==> src/rtl/decimal_text_number_parser_top_assert.svh <==
// Assertion macros used by the decimal text number parser core module.
`ifndef DECIMAL_TEXT_NUMBER_PARSER_TOP_ASSERT_SVH
`define DECIMAL_TEXT_NUMBER_PARSER_TOP_ASSERT_SVH

// Checks a property at every clock edge outside reset.
`define DTNP_ASSERT(name, prop, msg) \
    name: assert property (@(posedge aclk) disable iff (!aresetn) (prop)) \
        else $error(msg);

// Checks that a condition in one cycle leads to a consequence in the next.
`define DTNP_ASSERT_NEXT(name, ante, cons, msg) \
    name: assert property (@(posedge aclk) disable iff (!aresetn) (ante) |=> (cons)) \
        else $error(msg);

`endif

==> src/rtl/dtnp_pkg.sv <==
// Shared types, constants and helper functions of the decimal text number parser.
package dtnp_pkg;

    localparam int INT_DIGITS_DEF  = 9;
    localparam int FRAC_DIGITS_DEF = 9;

    localparam int CHAR_W  = 8;
    localparam int PART_W  = 30;
    localparam int FCOUT_W = 4;
    localparam int CFG_W   = 16;

    localparam logic [CHAR_W-1:0] CH_ZERO  = 8'd48;
    localparam logic [CHAR_W-1:0] CH_NINE  = 8'd57;
    localparam logic [CHAR_W-1:0] CH_MINUS = 8'd45;
    localparam logic [CHAR_W-1:0] CH_DOT   = 8'd46;

    localparam logic [CFG_W-1:0] BATCH_RESET = 16'd1;

    typedef struct packed {
        logic               negative;
        logic [PART_W-1:0]  integer_part;
        logic [PART_W-1:0]  fraction_value;
        logic [FCOUT_W-1:0] fraction_digits;
        logic               integer_overflow;
        logic               last_of_batch;
    } result_t;

    // Ten to the power n, evaluated at elaboration for accumulator sizing.
    function automatic logic [63:0] pow10(input int n);
        logic [63:0] v;
        v = 64'd1;
        for (int k = 0; k < n; k++) begin
            v = v * 64'd10;
        end
        return v;
    endfunction

endpackage

==> src/rtl/dtnp_in_stage.sv <==
// Input register that holds one accepted character until the parser takes it.
module dtnp_in_stage (
    input  logic                         aclk,
    input  logic                         aresetn,
    input  logic                         s_valid,
    output logic                         s_ready,
    input  logic [dtnp_pkg::CHAR_W-1:0]  s_character,
    input  logic                         item_take,
    output logic                         item_valid,
    output logic [dtnp_pkg::CHAR_W-1:0]  item_char
);

    logic                        valid_reg, valid_next;
    logic [dtnp_pkg::CHAR_W-1:0] char_reg, char_next;

    // A new character may enter when the slot is empty or is being drained.
    assign s_ready = !valid_reg || item_take;

    always_comb begin
        valid_next = valid_reg;
        char_next  = char_reg;
        if (s_ready) begin
            valid_next = s_valid;
            if (s_valid) begin
                char_next = s_character;
            end
        end
    end

    always_ff @(posedge aclk) begin
        if (!aresetn) begin
            valid_reg <= 1'b0;
        end else begin
            valid_reg <= valid_next;
        end
        char_reg <= char_next;
    end

    assign item_valid = valid_reg;
    assign item_char  = char_reg;

endmodule

==> src/rtl/dtnp_core.sv <==
// Parser state, combinational character step logic and the batch counter.
module dtnp_core #(
    parameter int INT_DIGITS  = dtnp_pkg::INT_DIGITS_DEF,
    parameter int FRAC_DIGITS = dtnp_pkg::FRAC_DIGITS_DEF
) (
    input  logic                         aclk,
    input  logic                         aresetn,
    input  logic                         cfg_wr_en,
    input  logic [dtnp_pkg::CFG_W-1:0]   cfg_wr_data,
    input  logic                         item_valid,
    input  logic [dtnp_pkg::CHAR_W-1:0]  item_char,
    input  logic                         out_free,
    output logic                         item_take,
    output logic                         res_load,
    output dtnp_pkg::result_t            res_data
);

`include "decimal_text_number_parser_top_assert.svh"

    localparam int INT_W  = $clog2(dtnp_pkg::pow10(INT_DIGITS));
    localparam int FRAC_W = $clog2(dtnp_pkg::pow10(FRAC_DIGITS));
    localparam int FCNT_W = $clog2(FRAC_DIGITS + 1);
    localparam logic [INT_W+3:0] INT_LIMIT =
        (INT_W+4)'(dtnp_pkg::pow10(INT_DIGITS) - 64'd1);
    localparam logic [FCNT_W-1:0] FRAC_MAX = FCNT_W'(FRAC_DIGITS);

    typedef enum logic [2:0] {
        PH_SEEK = 3'b001,
        PH_INT  = 3'b010,
        PH_FRAC = 3'b100
    } phase_t;

    phase_t                     phase_reg, phase_next;
    logic                       sign_reg, sign_next;
    logic [INT_W-1:0]           int_acc_reg, int_acc_next;
    logic                       ovf_reg, ovf_next;
    logic [FRAC_W-1:0]          frac_acc_reg, frac_acc_next;
    logic [FCNT_W-1:0]          frac_cnt_reg, frac_cnt_next;
    logic [dtnp_pkg::CFG_W-1:0] emitted_reg, emitted_next;
    logic [dtnp_pkg::CFG_W-1:0] batch_reg;

    logic                       is_digit;
    logic                       is_minus;
    logic                       is_dot;
    logic [3:0]                 digit_val;
    logic [INT_W+3:0]           int_sum;
    logic [FRAC_W+3:0]          frac_sum;
    logic [dtnp_pkg::CFG_W:0]   emitted_inc;
    logic [dtnp_pkg::CFG_W-1:0] batch_eff;
    logic                       last;
    logic                       emit;
    logic                       in_int;
    logic                       in_frac;
    logic [63:0]                int_ext;
    logic [63:0]                frac_ext;
    logic [7:0]                 fcnt_ext;

    assign is_digit  = (item_char inside {[dtnp_pkg::CH_ZERO:dtnp_pkg::CH_NINE]});
    assign is_minus  = (item_char == dtnp_pkg::CH_MINUS);
    assign is_dot    = (item_char == dtnp_pkg::CH_DOT);
    assign digit_val = is_digit ? item_char[3:0] : 4'd0;

    // Multiply by ten as two shifted copies, then add the new digit.
    assign int_sum  = {int_acc_reg, 3'b000} + {2'b00, int_acc_reg, 1'b0}
                    + (INT_W+4)'(digit_val);
    assign frac_sum = {frac_acc_reg, 3'b000} + {2'b00, frac_acc_reg, 1'b0}
                    + (FRAC_W+4)'(digit_val);

    // A batch size of zero behaves as a size of one.
    assign batch_eff   = (batch_reg == '0) ? dtnp_pkg::CFG_W'(1) : batch_reg;
    assign emitted_inc = {1'b0, emitted_reg} + (dtnp_pkg::CFG_W+1)'(1);
    assign last        = (emitted_inc >= {1'b0, batch_eff});

    always_comb begin
        phase_next    = phase_reg;
        sign_next     = sign_reg;
        int_acc_next  = int_acc_reg;
        ovf_next      = ovf_reg;
        frac_acc_next = frac_acc_reg;
        frac_cnt_next = frac_cnt_reg;
        emitted_next  = emitted_reg;
        emit          = 1'b0;
        in_int        = 1'b0;
        in_frac       = 1'b0;

        case (phase_reg)
            PH_INT: begin
                in_int = 1'b1;
            end
            PH_FRAC: begin
                in_frac = 1'b1;
            end
            default: begin
                if (is_digit) begin
                    sign_next  = 1'b0;
                    phase_next = PH_INT;
                    in_int     = 1'b1;
                end else if (is_minus) begin
                    sign_next  = 1'b1;
                    phase_next = PH_INT;
                end
            end
        endcase

        if (in_int) begin
            if (is_digit) begin
                if (!ovf_reg) begin
                    if (int_sum > INT_LIMIT) begin
                        int_acc_next = INT_LIMIT[INT_W-1:0];
                        ovf_next     = 1'b1;
                    end else begin
                        int_acc_next = int_sum[INT_W-1:0];
                    end
                end
            end else begin
                // The first non-digit is looked at again as a fraction character.
                phase_next = PH_FRAC;
                in_frac    = 1'b1;
            end
        end

        if (in_frac) begin
            if (is_digit) begin
                if (frac_cnt_reg < FRAC_MAX) begin
                    frac_acc_next = frac_sum[FRAC_W-1:0];
                    frac_cnt_next = frac_cnt_reg + FCNT_W'(1);
                end
            end else if (!is_dot) begin
                emit = 1'b1;
            end
        end

        if (emit) begin
            phase_next    = PH_SEEK;
            sign_next     = 1'b0;
            int_acc_next  = '0;
            ovf_next      = 1'b0;
            frac_acc_next = '0;
            frac_cnt_next = '0;
            if (last) begin
                emitted_next = '0;
            end else begin
                emitted_next = emitted_inc[dtnp_pkg::CFG_W-1:0];
                // Within a batch, a minus sign that ends a value opens the next one.
                if (is_minus) begin
                    sign_next  = 1'b1;
                    phase_next = PH_INT;
                end
            end
        end
    end

    // The character is taken unless it produces a value that cannot be stored yet.
    assign item_take = item_valid && (!emit || out_free);
    assign res_load  = item_take && emit;

    assign int_ext  = 64'(int_acc_reg);
    assign frac_ext = 64'(frac_acc_reg);
    assign fcnt_ext = 8'(frac_cnt_reg);

    always_comb begin
        res_data.negative         = sign_reg;
        res_data.integer_part     = int_ext[dtnp_pkg::PART_W-1:0];
        res_data.fraction_value   = frac_ext[dtnp_pkg::PART_W-1:0];
        res_data.fraction_digits  = fcnt_ext[dtnp_pkg::FCOUT_W-1:0];
        res_data.integer_overflow = ovf_reg;
        res_data.last_of_batch    = last;
    end

    always_ff @(posedge aclk) begin
        if (!aresetn) begin
            phase_reg    <= PH_SEEK;
            sign_reg     <= 1'b0;
            int_acc_reg  <= '0;
            ovf_reg      <= 1'b0;
            frac_acc_reg <= '0;
            frac_cnt_reg <= '0;
            emitted_reg  <= '0;
            batch_reg    <= dtnp_pkg::BATCH_RESET;
        end else begin
            if (item_take) begin
                phase_reg    <= phase_next;
                sign_reg     <= sign_next;
                int_acc_reg  <= int_acc_next;
                ovf_reg      <= ovf_next;
                frac_acc_reg <= frac_acc_next;
                frac_cnt_reg <= frac_cnt_next;
                emitted_reg  <= emitted_next;
            end
            if (cfg_wr_en) begin
                batch_reg <= cfg_wr_data;
            end
        end
    end

    `DTNP_ASSERT(a_ovf_saturated, !ovf_reg || (int_acc_reg == INT_LIMIT[INT_W-1:0]), "overflow set but integer not at limit")
    `DTNP_ASSERT(a_frac_count_bound, frac_cnt_reg <= FRAC_MAX, "fraction digit count beyond limit")
    `DTNP_ASSERT_NEXT(a_batch_restart, res_load && last, emitted_reg == '0, "batch count did not restart")
    `DTNP_ASSERT_NEXT(a_emit_clears, res_load && !is_minus, (phase_reg == PH_SEEK) && !ovf_reg && (frac_cnt_reg == '0), "number state not cleared after value")

endmodule

==> src/rtl/dtnp_out_stage.sv <==
// Result register that holds one parsed value until the transfer completes.
module dtnp_out_stage (
    input  logic                          aclk,
    input  logic                          aresetn,
    input  logic                          res_load,
    input  dtnp_pkg::result_t             res_data,
    output logic                          out_free,
    output logic                          m_valid,
    input  logic                          m_ready,
    output logic                          m_negative,
    output logic [dtnp_pkg::PART_W-1:0]   m_integer_part,
    output logic [dtnp_pkg::PART_W-1:0]   m_fraction_value,
    output logic [dtnp_pkg::FCOUT_W-1:0]  m_fraction_digits,
    output logic                          m_integer_overflow,
    output logic                          m_last_of_batch
);

    logic              valid_reg, valid_next;
    dtnp_pkg::result_t data_reg, data_next;

    // The register can take a new value when empty or when its transfer completes now.
    assign out_free = !valid_reg || m_ready;

    always_comb begin
        valid_next = valid_reg;
        data_next  = data_reg;
        if (out_free) begin
            valid_next = res_load;
        end
        if (res_load) begin
            data_next = res_data;
        end
    end

    always_ff @(posedge aclk) begin
        if (!aresetn) begin
            valid_reg <= 1'b0;
        end else begin
            valid_reg <= valid_next;
        end
        data_reg <= data_next;
    end

    assign m_valid            = valid_reg;
    assign m_negative         = data_reg.negative;
    assign m_integer_part     = data_reg.integer_part;
    assign m_fraction_value   = data_reg.fraction_value;
    assign m_fraction_digits  = data_reg.fraction_digits;
    assign m_integer_overflow = data_reg.integer_overflow;
    assign m_last_of_batch    = data_reg.last_of_batch;

endmodule

==> src/rtl/decimal_text_number_parser_top.sv <==
// Top level of the ASCII decimal number parser: input register, parser step, result register.
// Takes one ASCII character per cycle and returns each signed decimal number it finds as
// sign, saturated integer part, fraction digits read as an integer, and their count.
// A character accepted into the input register is parsed from there, and a value that it
// ends is loaded into the result register as the parser takes that character and is offered
// on the m_ channel from there. One character per cycle is sustained by the combinational
// multiply-by-ten accumulate of the parser step; s_ready drops only while a terminating
// character waits for a transfer to free the result register. The user must write
// values_per_batch through cfg_wr_en and cfg_wr_data while the block is idle; not enforced.
module decimal_text_number_parser_top #(
    parameter int INT_DIGITS  = dtnp_pkg::INT_DIGITS_DEF,
    parameter int FRAC_DIGITS = dtnp_pkg::FRAC_DIGITS_DEF
) (
    input  logic                          aclk,
    input  logic                          aresetn,
    input  logic                          cfg_wr_en,
    input  logic [dtnp_pkg::CFG_W-1:0]    cfg_wr_data,
    input  logic                          s_valid,
    output logic                          s_ready,
    input  logic [dtnp_pkg::CHAR_W-1:0]   s_character,
    output logic                          m_valid,
    input  logic                          m_ready,
    output logic                          m_negative,
    output logic [dtnp_pkg::PART_W-1:0]   m_integer_part,
    output logic [dtnp_pkg::PART_W-1:0]   m_fraction_value,
    output logic [dtnp_pkg::FCOUT_W-1:0]  m_fraction_digits,
    output logic                          m_integer_overflow,
    output logic                          m_last_of_batch
);

    logic                        item_take;
    logic                        item_valid;
    logic [dtnp_pkg::CHAR_W-1:0] item_char;
    logic                        out_free;
    logic                        res_load;
    dtnp_pkg::result_t           res_data;

    dtnp_in_stage u_in_stage (
        .aclk        (aclk),
        .aresetn     (aresetn),
        .s_valid     (s_valid),
        .s_ready     (s_ready),
        .s_character (s_character),
        .item_take   (item_take),
        .item_valid  (item_valid),
        .item_char   (item_char)
    );

    dtnp_core #(
        .INT_DIGITS  (INT_DIGITS),
        .FRAC_DIGITS (FRAC_DIGITS)
    ) u_core (
        .aclk        (aclk),
        .aresetn     (aresetn),
        .cfg_wr_en   (cfg_wr_en),
        .cfg_wr_data (cfg_wr_data),
        .item_valid  (item_valid),
        .item_char   (item_char),
        .out_free    (out_free),
        .item_take   (item_take),
        .res_load    (res_load),
        .res_data    (res_data)
    );

    dtnp_out_stage u_out_stage (
        .aclk               (aclk),
        .aresetn            (aresetn),
        .res_load           (res_load),
        .res_data           (res_data),
        .out_free           (out_free),
        .m_valid            (m_valid),
        .m_ready            (m_ready),
        .m_negative         (m_negative),
        .m_integer_part     (m_integer_part),
        .m_fraction_value   (m_fraction_value),
        .m_fraction_digits  (m_fraction_digits),
        .m_integer_overflow (m_integer_overflow),
        .m_last_of_batch    (m_last_of_batch)
    );

endmodule

==> config.mk <==
export PLATFORM = sky130hd
export DESIGN_NAME = decimal_text_number_parser_top
export DESIGN_NICKNAME = d
export VERILOG_FILES = /design/src/rtl/dtnp_pkg.sv /design/src/rtl/dtnp_in_stage.sv /design/src/rtl/dtnp_core.sv /design/src/rtl/dtnp_out_stage.sv /design/src/rtl/decimal_text_number_parser_top.sv
export VERILOG_INCLUDE_DIRS = /design/src /design/src/rtl
export SDC_FILE = /design/constraint.sdc
export NUM_CORES = 1
export LEC_CHECK = 0
export BUFFER_PORTS_ARGS = -buffer_cell sky130_fd_sc_hd__buf_2
export CORE_MARGIN = 1
export CORE_UTILIZATION = 50
export DETAILED_ROUTE_END_ITERATION = 16
export PLACE_DENSITY = 0.73
export SLEW_MARGIN = 20
export SYNTH_ARGS = -nofsm -noshare
export SYNTH_HDL_FRONTEND = slang
export SYNTH_SLANG_ARGS = --single-unit
==> constraint.sdc <==
create_clock -name aclk -period 6.1 [get_ports aclk]
set_input_delay 0.305 -clock aclk [delete_from_list [all_inputs] [get_ports aclk]]
set_output_delay 0.305 -clock aclk [all_outputs]
set_load 0.01 [all_outputs]
==> out/results.ini, run 1 <==
[timing]
fin_setup_tns_ns = 0
period_needed_ns = 5.05
fmax_mhz = 198
max_slew.worst_pin.slew_ns = 0.798
relSlewSlack_pct = 46.8
rsz0062_at_grt = no
drv_slew = 0
hold_viol = 0
period_share_pct = 82.8
final.setup_skew_ns = 0.0130
setup_violations = 0

[flow_run]
cap_violations = 0

[clock_network]
clkSlewWorstSetupHoldPaths_ns = 0.08
numCtsBuffers = 17
clock_latency_ns = 0.44
cts_setup_buffers = 0
cts.sinks = 178
clockBufferDepth = 2
cts_root_buf = clkbuf_16
ctsResizeCount = 0
tritoncts = yes
htree_levels = 4
ctsHoldBuffers = 0

[setup_path]
crit_buf_inv = 1
crit_chain = nor3b_1 -> and3_1 -> nand2_1 -> xnor2_1 -> ha_1 -> inv_1 -> fa_1 -> nand2b_1 -> a21oi_2 -> a21oi_2 -> a21oi_1 -> o21ba_2 -> nor3b_1 -> o2111a_1 -> o21ai_1 -> nor2_2 -> a41oi_1
cp.required_ns = 6.38
path_class = flip-flop to flip-flop
endpoint_kind = flip-flop
worstPathArrival_ns = 5.33
reg2reg_depth = 17
path_max_fanout = 17
crit_family = simple AND/OR/NAND/NOR gates
cp-start-kind = flip-flop
slowest_stage = nor2_2
slowest_delay_ns = 0.57
crit_cells = 17

[synthesis]
synth_area_leaders = edfxtp_1 (21%), dfxtp_1 (19%), ha_1 (15%)
synthFlopType = dfxtp_1
ys_seq_elements = 178
avgSynthCellArea_sq_um = 9.65
syn_area_sq_um = 11000
synth-edff-count = 75
yosysTopAreaCell = edfxtp_1
synth.net_count = 1300
ys_types = 84
async_flop_share_pct = 0
yosysWarnings = 0
synth_top_cell_area_share_pct = 20.6
yosysSeqAreaShare_pct = 39.4
netlist_instances = 1135

[power]
switching_power_uw = 597
leakage_uw = 0.00573
power_density_nw_per_um2 = 198
internal_power_uw = 1820
p_total_uw = 2420
swShare_pct = 24.7
combPwrFrac_pct = 3.1
p_seq_share_pct = 51.7
peakVddDrop_v = 0.000190
pwr-share-clk_pct = 45.3

[detailed_routing]
drc = 0
drtIter0Drc = 691
routedWlPerCell_um = 17.0
ant_nets = 0
finalWirelength_um = 25500
first_pass_iters = 5
num_vias = 8867
via_per_inst = 5.92

[floorplan]
ios = 98
dieHeight_um = 150
rows = 53
die_x_um = 150
die_area_sq_um = 22500
fp.coreArea_sq_um = 21300
initial_core_util_pct = 51.5

[global_routing]
grt_pass1_wl_um = 42200
gr-total-overflow = 0
grt_use_total_pct = 23.5
grt_max_degree = 46
use_met1_pct = 32.6
antenna_found_initial = 0
use_met2_pct = 36.2
grt_pass1_vias = 8387
gr-usage-met3_pct = 4.51
grt-busiest-layer = met2

[finish]
mostFrequentLayoutCell = ha_1
syn_to_final_growth_pct = 11.6
antenna_cells = 0
final_cell_mix = ha_1 (134), dfxtp_1 (103), a21oi_1 (99)
drive_above_1_share_pct = 14.1
final_util_pct = 57.5
fin_nets = 1376

[place]
gp_congestion = 0.934
hpwlAfterDp_um = 18500
port_buffers = 97

[worst_hold_path]
hold_class = primary input to flip-flop
hold_depth = 1

[outcome]
status = finished, final reports clean

==> power groups by stage <==
stage	Sequential [uW]	Combinational (uW)	Clock, uW
2_1_floorplan	1270	47.6	0
3_3_place_gp	1280	71.1	0
3_5_place_dp	1280	72.8	0
4_1_cts	1250	73.6	1110
5_1_grt	1250	81.9	1160
6_report	1250	73.8	1090
==> final timing paths <==
check                                       start                                          to  slack [ns]
max             u_in_stage.item_char[7]$_DFFE_PP_          u_core.int_acc_reg[3]$_SDFFE_PN0P_        1.05
min                                s_character[6]           u_in_stage.item_char[6]$_DFFE_PP_        0.03
max reg2reg     u_in_stage.item_char[7]$_DFFE_PP_          u_core.int_acc_reg[3]$_SDFFE_PN0P_        1.05
min reg2reg  u_core.frac_acc_reg[29]$_SDFFE_PN0P_  u_out_stage.m_fraction_value[29]$_DFFE_PP_        0.45
==> cell type report <==
class	instances	area (sq um)
multi-input cells	861	6260
repair buffers	104	538
inverters	49	185
clock buffers	17	425
fillers	1884	9050
well taps	275	344
clock inverters	15	163
flip-flops and latches	178	4310
==> synth_stat cells (6+ instances only) <==
cell type    n
nand3_1     34
nand2b_1     9
a22oi_1      9
nand4_1     10
nor3_1      24
a31o_2       6
a211oi_1     6
a31oi_1     22
o41ai_1      7
xnor2_1     43
o211ai_1     6
and3_1      24
edfxtp_1    75
and2_1       9
ha_1       134
mux2i_1     17
o21a_1       6
nor2b_1     10
inv_1       49
nor4_1       8
a21o_1      36
nand2_1     78
xor2_1      24
a21oi_1     99
o21bai_1     8
a41o_1      10
clkbuf_1    34
dfxtp_1    103
nor2_1      75
o21ai_0     52
==> kinds of logic (layout without fill, tap and decap cells) <==
family / count (synthesis) / in the layout / synth area share [%]
fa+ha+maj: 136 / 136 / 15.7
compound gates: 328 / 328 / 20.3
xor+xnor: 67 / 67 / 5.36
buf+inv: 96 / 185 / 3.48
simple gates: 312 / 312 / 14.2
mux: 18 / 18 / 1.66
flops: 178 / 178 / 39.4
==> stage by stage <==
step / cell area (sq um) / cells / worst slack [ns] / hold slack, ns
floorplan: 11000 / 1135 / 1.75 / 0.404
global placement: 11600 / 1467 / 1.31 / 0.417
detailed placement: 11600 / 1467 / 1.19 / 0.433
CTS: 12200 / 1499 / 1.10 / 0.0240
global route: 12200 / 1499 / 0.583 / 0.0141
finish: 12200 / 1499 / 1.05 / 0.0333
==> routing by layer <==
metal  up-vias  part of all wire (%)
met2       253                    44
met3        40                   5.1
met5         -                     0
met1      4174                    48
li1       4400                     -
met4         0                   2.2
Power figures use the tool's default switching activity.
==> inputs of run 2 (changes only) <==
--- a/config.mk
+++ b/config.mk
@@ -6,11 +6,12 @@
 export SDC_FILE = /design/constraint.sdc
 export NUM_CORES = 1
 export LEC_CHECK = 0
+export ABC_AREA = 1
 export BUFFER_PORTS_ARGS = -buffer_cell sky130_fd_sc_hd__buf_2
 export CORE_MARGIN = 1
 export CORE_UTILIZATION = 50
 export DETAILED_ROUTE_END_ITERATION = 16
-export PLACE_DENSITY = 0.73
+export PLACE_DENSITY = 0.75
 export SLEW_MARGIN = 20
 export SYNTH_ARGS = -nofsm -noshare
 export SYNTH_HDL_FRONTEND = slang
==> constraint.sdc (replaced) <==
create_clock -name aclk -period 4.39 [get_ports aclk]
set_input_delay 0.2195 -clock aclk [delete_from_list [all_inputs] [get_ports aclk]]
set_output_delay 0.2195 -clock aclk [all_outputs]
set_load 0.01 [all_outputs]
==> out/results.ini, run 2 <==
[outcome]
status = finished, final reports clean  ; unchanged

[setup_path]
cp-start-kind = flip-flop  ; unchanged
worstPathArrival_ns = 4.39  ; was 5.33 ns
cp.required_ns = 4.75  ; was 6.38 ns
path_class = flip-flop to flip-flop  ; unchanged
path_max_fanout = 29  ; was 17
endpoint_kind = flip-flop  ; unchanged

[synthesis]
ys_seq_elements = 178  ; unchanged
netlist_instances = 1635  ; was 1135
synth.most_common_cell = nand2_1  ; was ha_1
synth.net_count = 1800  ; was 1300
async_flop_share_pct = 0  ; unchanged
yosysTopAreaCell = edfxtp_1  ; unchanged
synth-edff-count = 75  ; unchanged
synthFlopType = dfxtp_1  ; unchanged
yosysSeqAreaShare_pct = 34.8  ; was 39.4%
synth_common_cells = nand2_1 (461), inv_1 (220), ha_1 (134)  ; was ha_1 (134), dfxtp_1 (103), a21oi_1 (99)
avgSynthCellArea_sq_um = 7.58  ; was 9.65 sq um
ys_types = 48  ; was 84
syn_area_sq_um = 12400  ; was 11000 sq um
synth_area_leaders = edfxtp_1 (18%), dfxtp_1 (17%), nand2_1 (14%)  ; was edfxtp_1 (21%), dfxtp_1 (19%), ha_1 (15%)
yosysWarnings = 0  ; unchanged
synth_top_cell_area_share_pct = 18.2  ; was 20.6%

[timing]
drv_slew = 0  ; unchanged
final.setup_skew_ns = 0.0261  ; was 0.0130 ns
fin_setup_tns_ns = 0  ; unchanged
hold_viol = 0  ; unchanged
setup_violations = 0  ; unchanged
period_needed_ns = 4.03  ; was 5.05 ns
fmax_mhz = 248  ; was 198 MHz
rsz0062_at_grt = no  ; unchanged
fin_ws_ns = 0.363  ; was 1.05 ns
period_share_pct = 91.7  ; was 82.8%
relSlewSlack_pct = 26.2  ; was 46.8%
max_slew.worst_pin.slew_ns = 1.11  ; was 0.798 ns

[global_routing]
grt_pass1_vias = 10300  ; was 8387
grt_use_total_pct = 25.6  ; was 23.5%
grt_pass1_wl_um = 52200  ; was 42200 um
grt_max_degree = 54  ; was 46
antenna_found_initial = 0  ; unchanged
gr-total-overflow = 0  ; unchanged

[power]
power_density_nw_per_um2 = 247  ; was 198 nW/um^2
peakVddDrop_v = 0.000182  ; was 0.000190 V
leakage_uw = 0.00675  ; was 0.00573 uW

[place]
dp_slack_ns = 0.309  ; was 1.19 ns
port_buffers = 97  ; unchanged
hpwlAfterDp_um = 24500  ; was 18500 um
gp_congestion = 0.910  ; was 0.934

[floorplan]
ios = 98  ; unchanged
initial_core_util_pct = 51.0  ; was 51.5%
die_x_um = 159  ; was 150 um
fp.coreArea_sq_um = 24300  ; was 21300 sq um
rows = 57  ; was 53
dieHeight_um = 159  ; was 150 um
die_area_sq_um = 25400  ; was 22500 sq um

[finish]
final_cell_mix = nand2_1 (461), inv_1 (218), ha_1 (134)  ; was ha_1 (134), dfxtp_1 (103), a21oi_1 (99)
multi_input_area_sq_um = 7040  ; was 6260 sq um
mostFrequentLayoutCell = nand2_1  ; was ha_1
drive_above_1_share_pct = 15.6  ; was 14.1%
antenna_cells = 0  ; unchanged
final_util_pct = 57.0  ; was 57.5%
seq_area_sq_um = 4310  ; unchanged
syn_to_final_growth_pct = 11.9  ; was 11.6%
nFillCells = 2287  ; was 1884
fin_nets = 1898  ; was 1376

[clock_network]
cts.sinks = 178  ; unchanged
clockBufferDepth = 2  ; unchanged
cts_root_buf = clkbuf_16  ; unchanged
clock_latency_ns = 0.45  ; was 0.44 ns
numCtsBuffers = 17  ; unchanged
htree_levels = 4  ; unchanged
tritoncts = yes  ; unchanged
clkSlewWorstSetupHoldPaths_ns = 0.08  ; about the same

[flow_run]
cap_violations = 0  ; unchanged

[worst_hold_path]
hold_class = primary input to flip-flop  ; unchanged

[detailed_routing]
via_per_inst = 5.30  ; was 5.92
drtIter0Drc = 681  ; was 691
num_vias = 11000  ; was 8867
finalWirelength_um = 31800  ; was 25500 um
routedWlPerCell_um = 15.4  ; was 17.0 um
ant_nets = 0  ; unchanged
first_pass_iters = 5  ; unchanged
drc = 0  ; unchanged

run 2: layer usage:
layer / track usage [%] / up-vias / wire length, um / share of wire (%)
met5: 0 / - / 0 / 0
met4: 8.04 / 0 / 742 / 2.3
met3: 2.87 / 51 / 1380 / 4.3
met2: 40.1 / 306 / 13900 / 44
met1: 36.7 / 5048 / 15800 / 50
li1: - / 5570 / - / -
run 2: where the power goes:
group	leakage [uW]	total (uW)	switching [uW]	internal, uW
logic	0.00496	104	66.5	37.5
registers	0.00149	1740	10.1	1730
clock network	0.000296	1590	807	779
total	0.00675	3430	884	2540
run 2: per-stage QoR:
step | hold slack (ns) | power [uW] | cells | instance area, sq um
floorplan | 0.318 | 1840 | 1635 | 12400
global placement | 0.401 | 1870 | 2029 | 13200
detailed placement | 0.399 | 1870 | 2029 | 13200
CTS | 0.000592 | 3440 | 2070 | 13900
global route | 0.0180 | 3530 | 2070 | 13900
finish | 0.0101 | 3430 | 2070 | 13900
run 2: final timing paths:
| path | from | endpoint | slack (ns) | depth (start not counted) |
|---|---|---|---|---|
| max reg2reg | u_in_stage.item_char[6]$_DFFE_PP_ | u_core.int_acc_reg[6]$_SDFFE_PN0P_ | 0.36 | 27 |
| max | u_in_stage.item_char[6]$_DFFE_PP_ | u_core.int_acc_reg[6]$_SDFFE_PN0P_ | 0.36 | 27 |
| min | cfg_wr_en | u_core.batch_reg[0]$_SDFFE_PN1P_ | 0.01 | 3 |
| min reg2reg | u_core.frac_acc_reg[29]$_SDFFE_PN0P_ | u_out_stage.m_fraction_value[29]$_DFFE_PP_ | 0.45 | 0 |
run 2: logic make-up (layout without fill, tap and decap cells):
| family | Yosys count | in the layout | share of synthesized area, % |
|---|---|---|---|
| AND/OR/NAND/NOR | 806 | 806 | 30.2 |
| AO/OA/AOI/OAI | 215 | 215 | 9.92 |
| adder cells (fa/ha/maj) | 136 | 136 | 13.8 |
| flip-flops | 178 | 178 | 34.8 |
| XOR/XNOR | 39 | 39 | 2.76 |
| buffers and inverters | 261 | 372 | 8.50 |
run 2: what timing repair did:
item                       in CTS  in global routing
hold endpoints to repair        9                  0
buffers inserted                0                  0
gates resized for setup         0                  3
setup endpoints to repair       0                 30
hold buffers                    9                  0
run 2: worst max-delay path: stages (launching register included):
cell	delay, ns
edfxtp_1	0.37
inv_1	0.06
nand2_1	0.05
nor2_2	0.11
nand3_2	0.14
inv_2	0.16
nand2_1	0.11
xor2_1	0.13
inv_1	0.06
ha_1	0.29
inv_1	0.06
fa_1	0.45
inv_1	0.14
nand3_1	0.08
nand3_1	0.20
nand2_1	0.11
nand2_1	0.11
nand3_1	0.11
nand3_1	0.09
nand2_1	0.12
nor2_1	0.14
nand2_1	0.06
nor2_1	0.12
nand3_2	0.12
buf_8	0.22
nand3_2	0.11
nand2_2	0.05
a21oi_2	0.15
run 2: area by class of cell:
class	count	share of cell area [%]
sequential	178	31.1
inverter	228	6.17
clock inverter	15	1.29
clock buffer	17	3.07
multi-input combinational	1196	50.7
timing repair buffer	112	4.71
tap	324	2.92
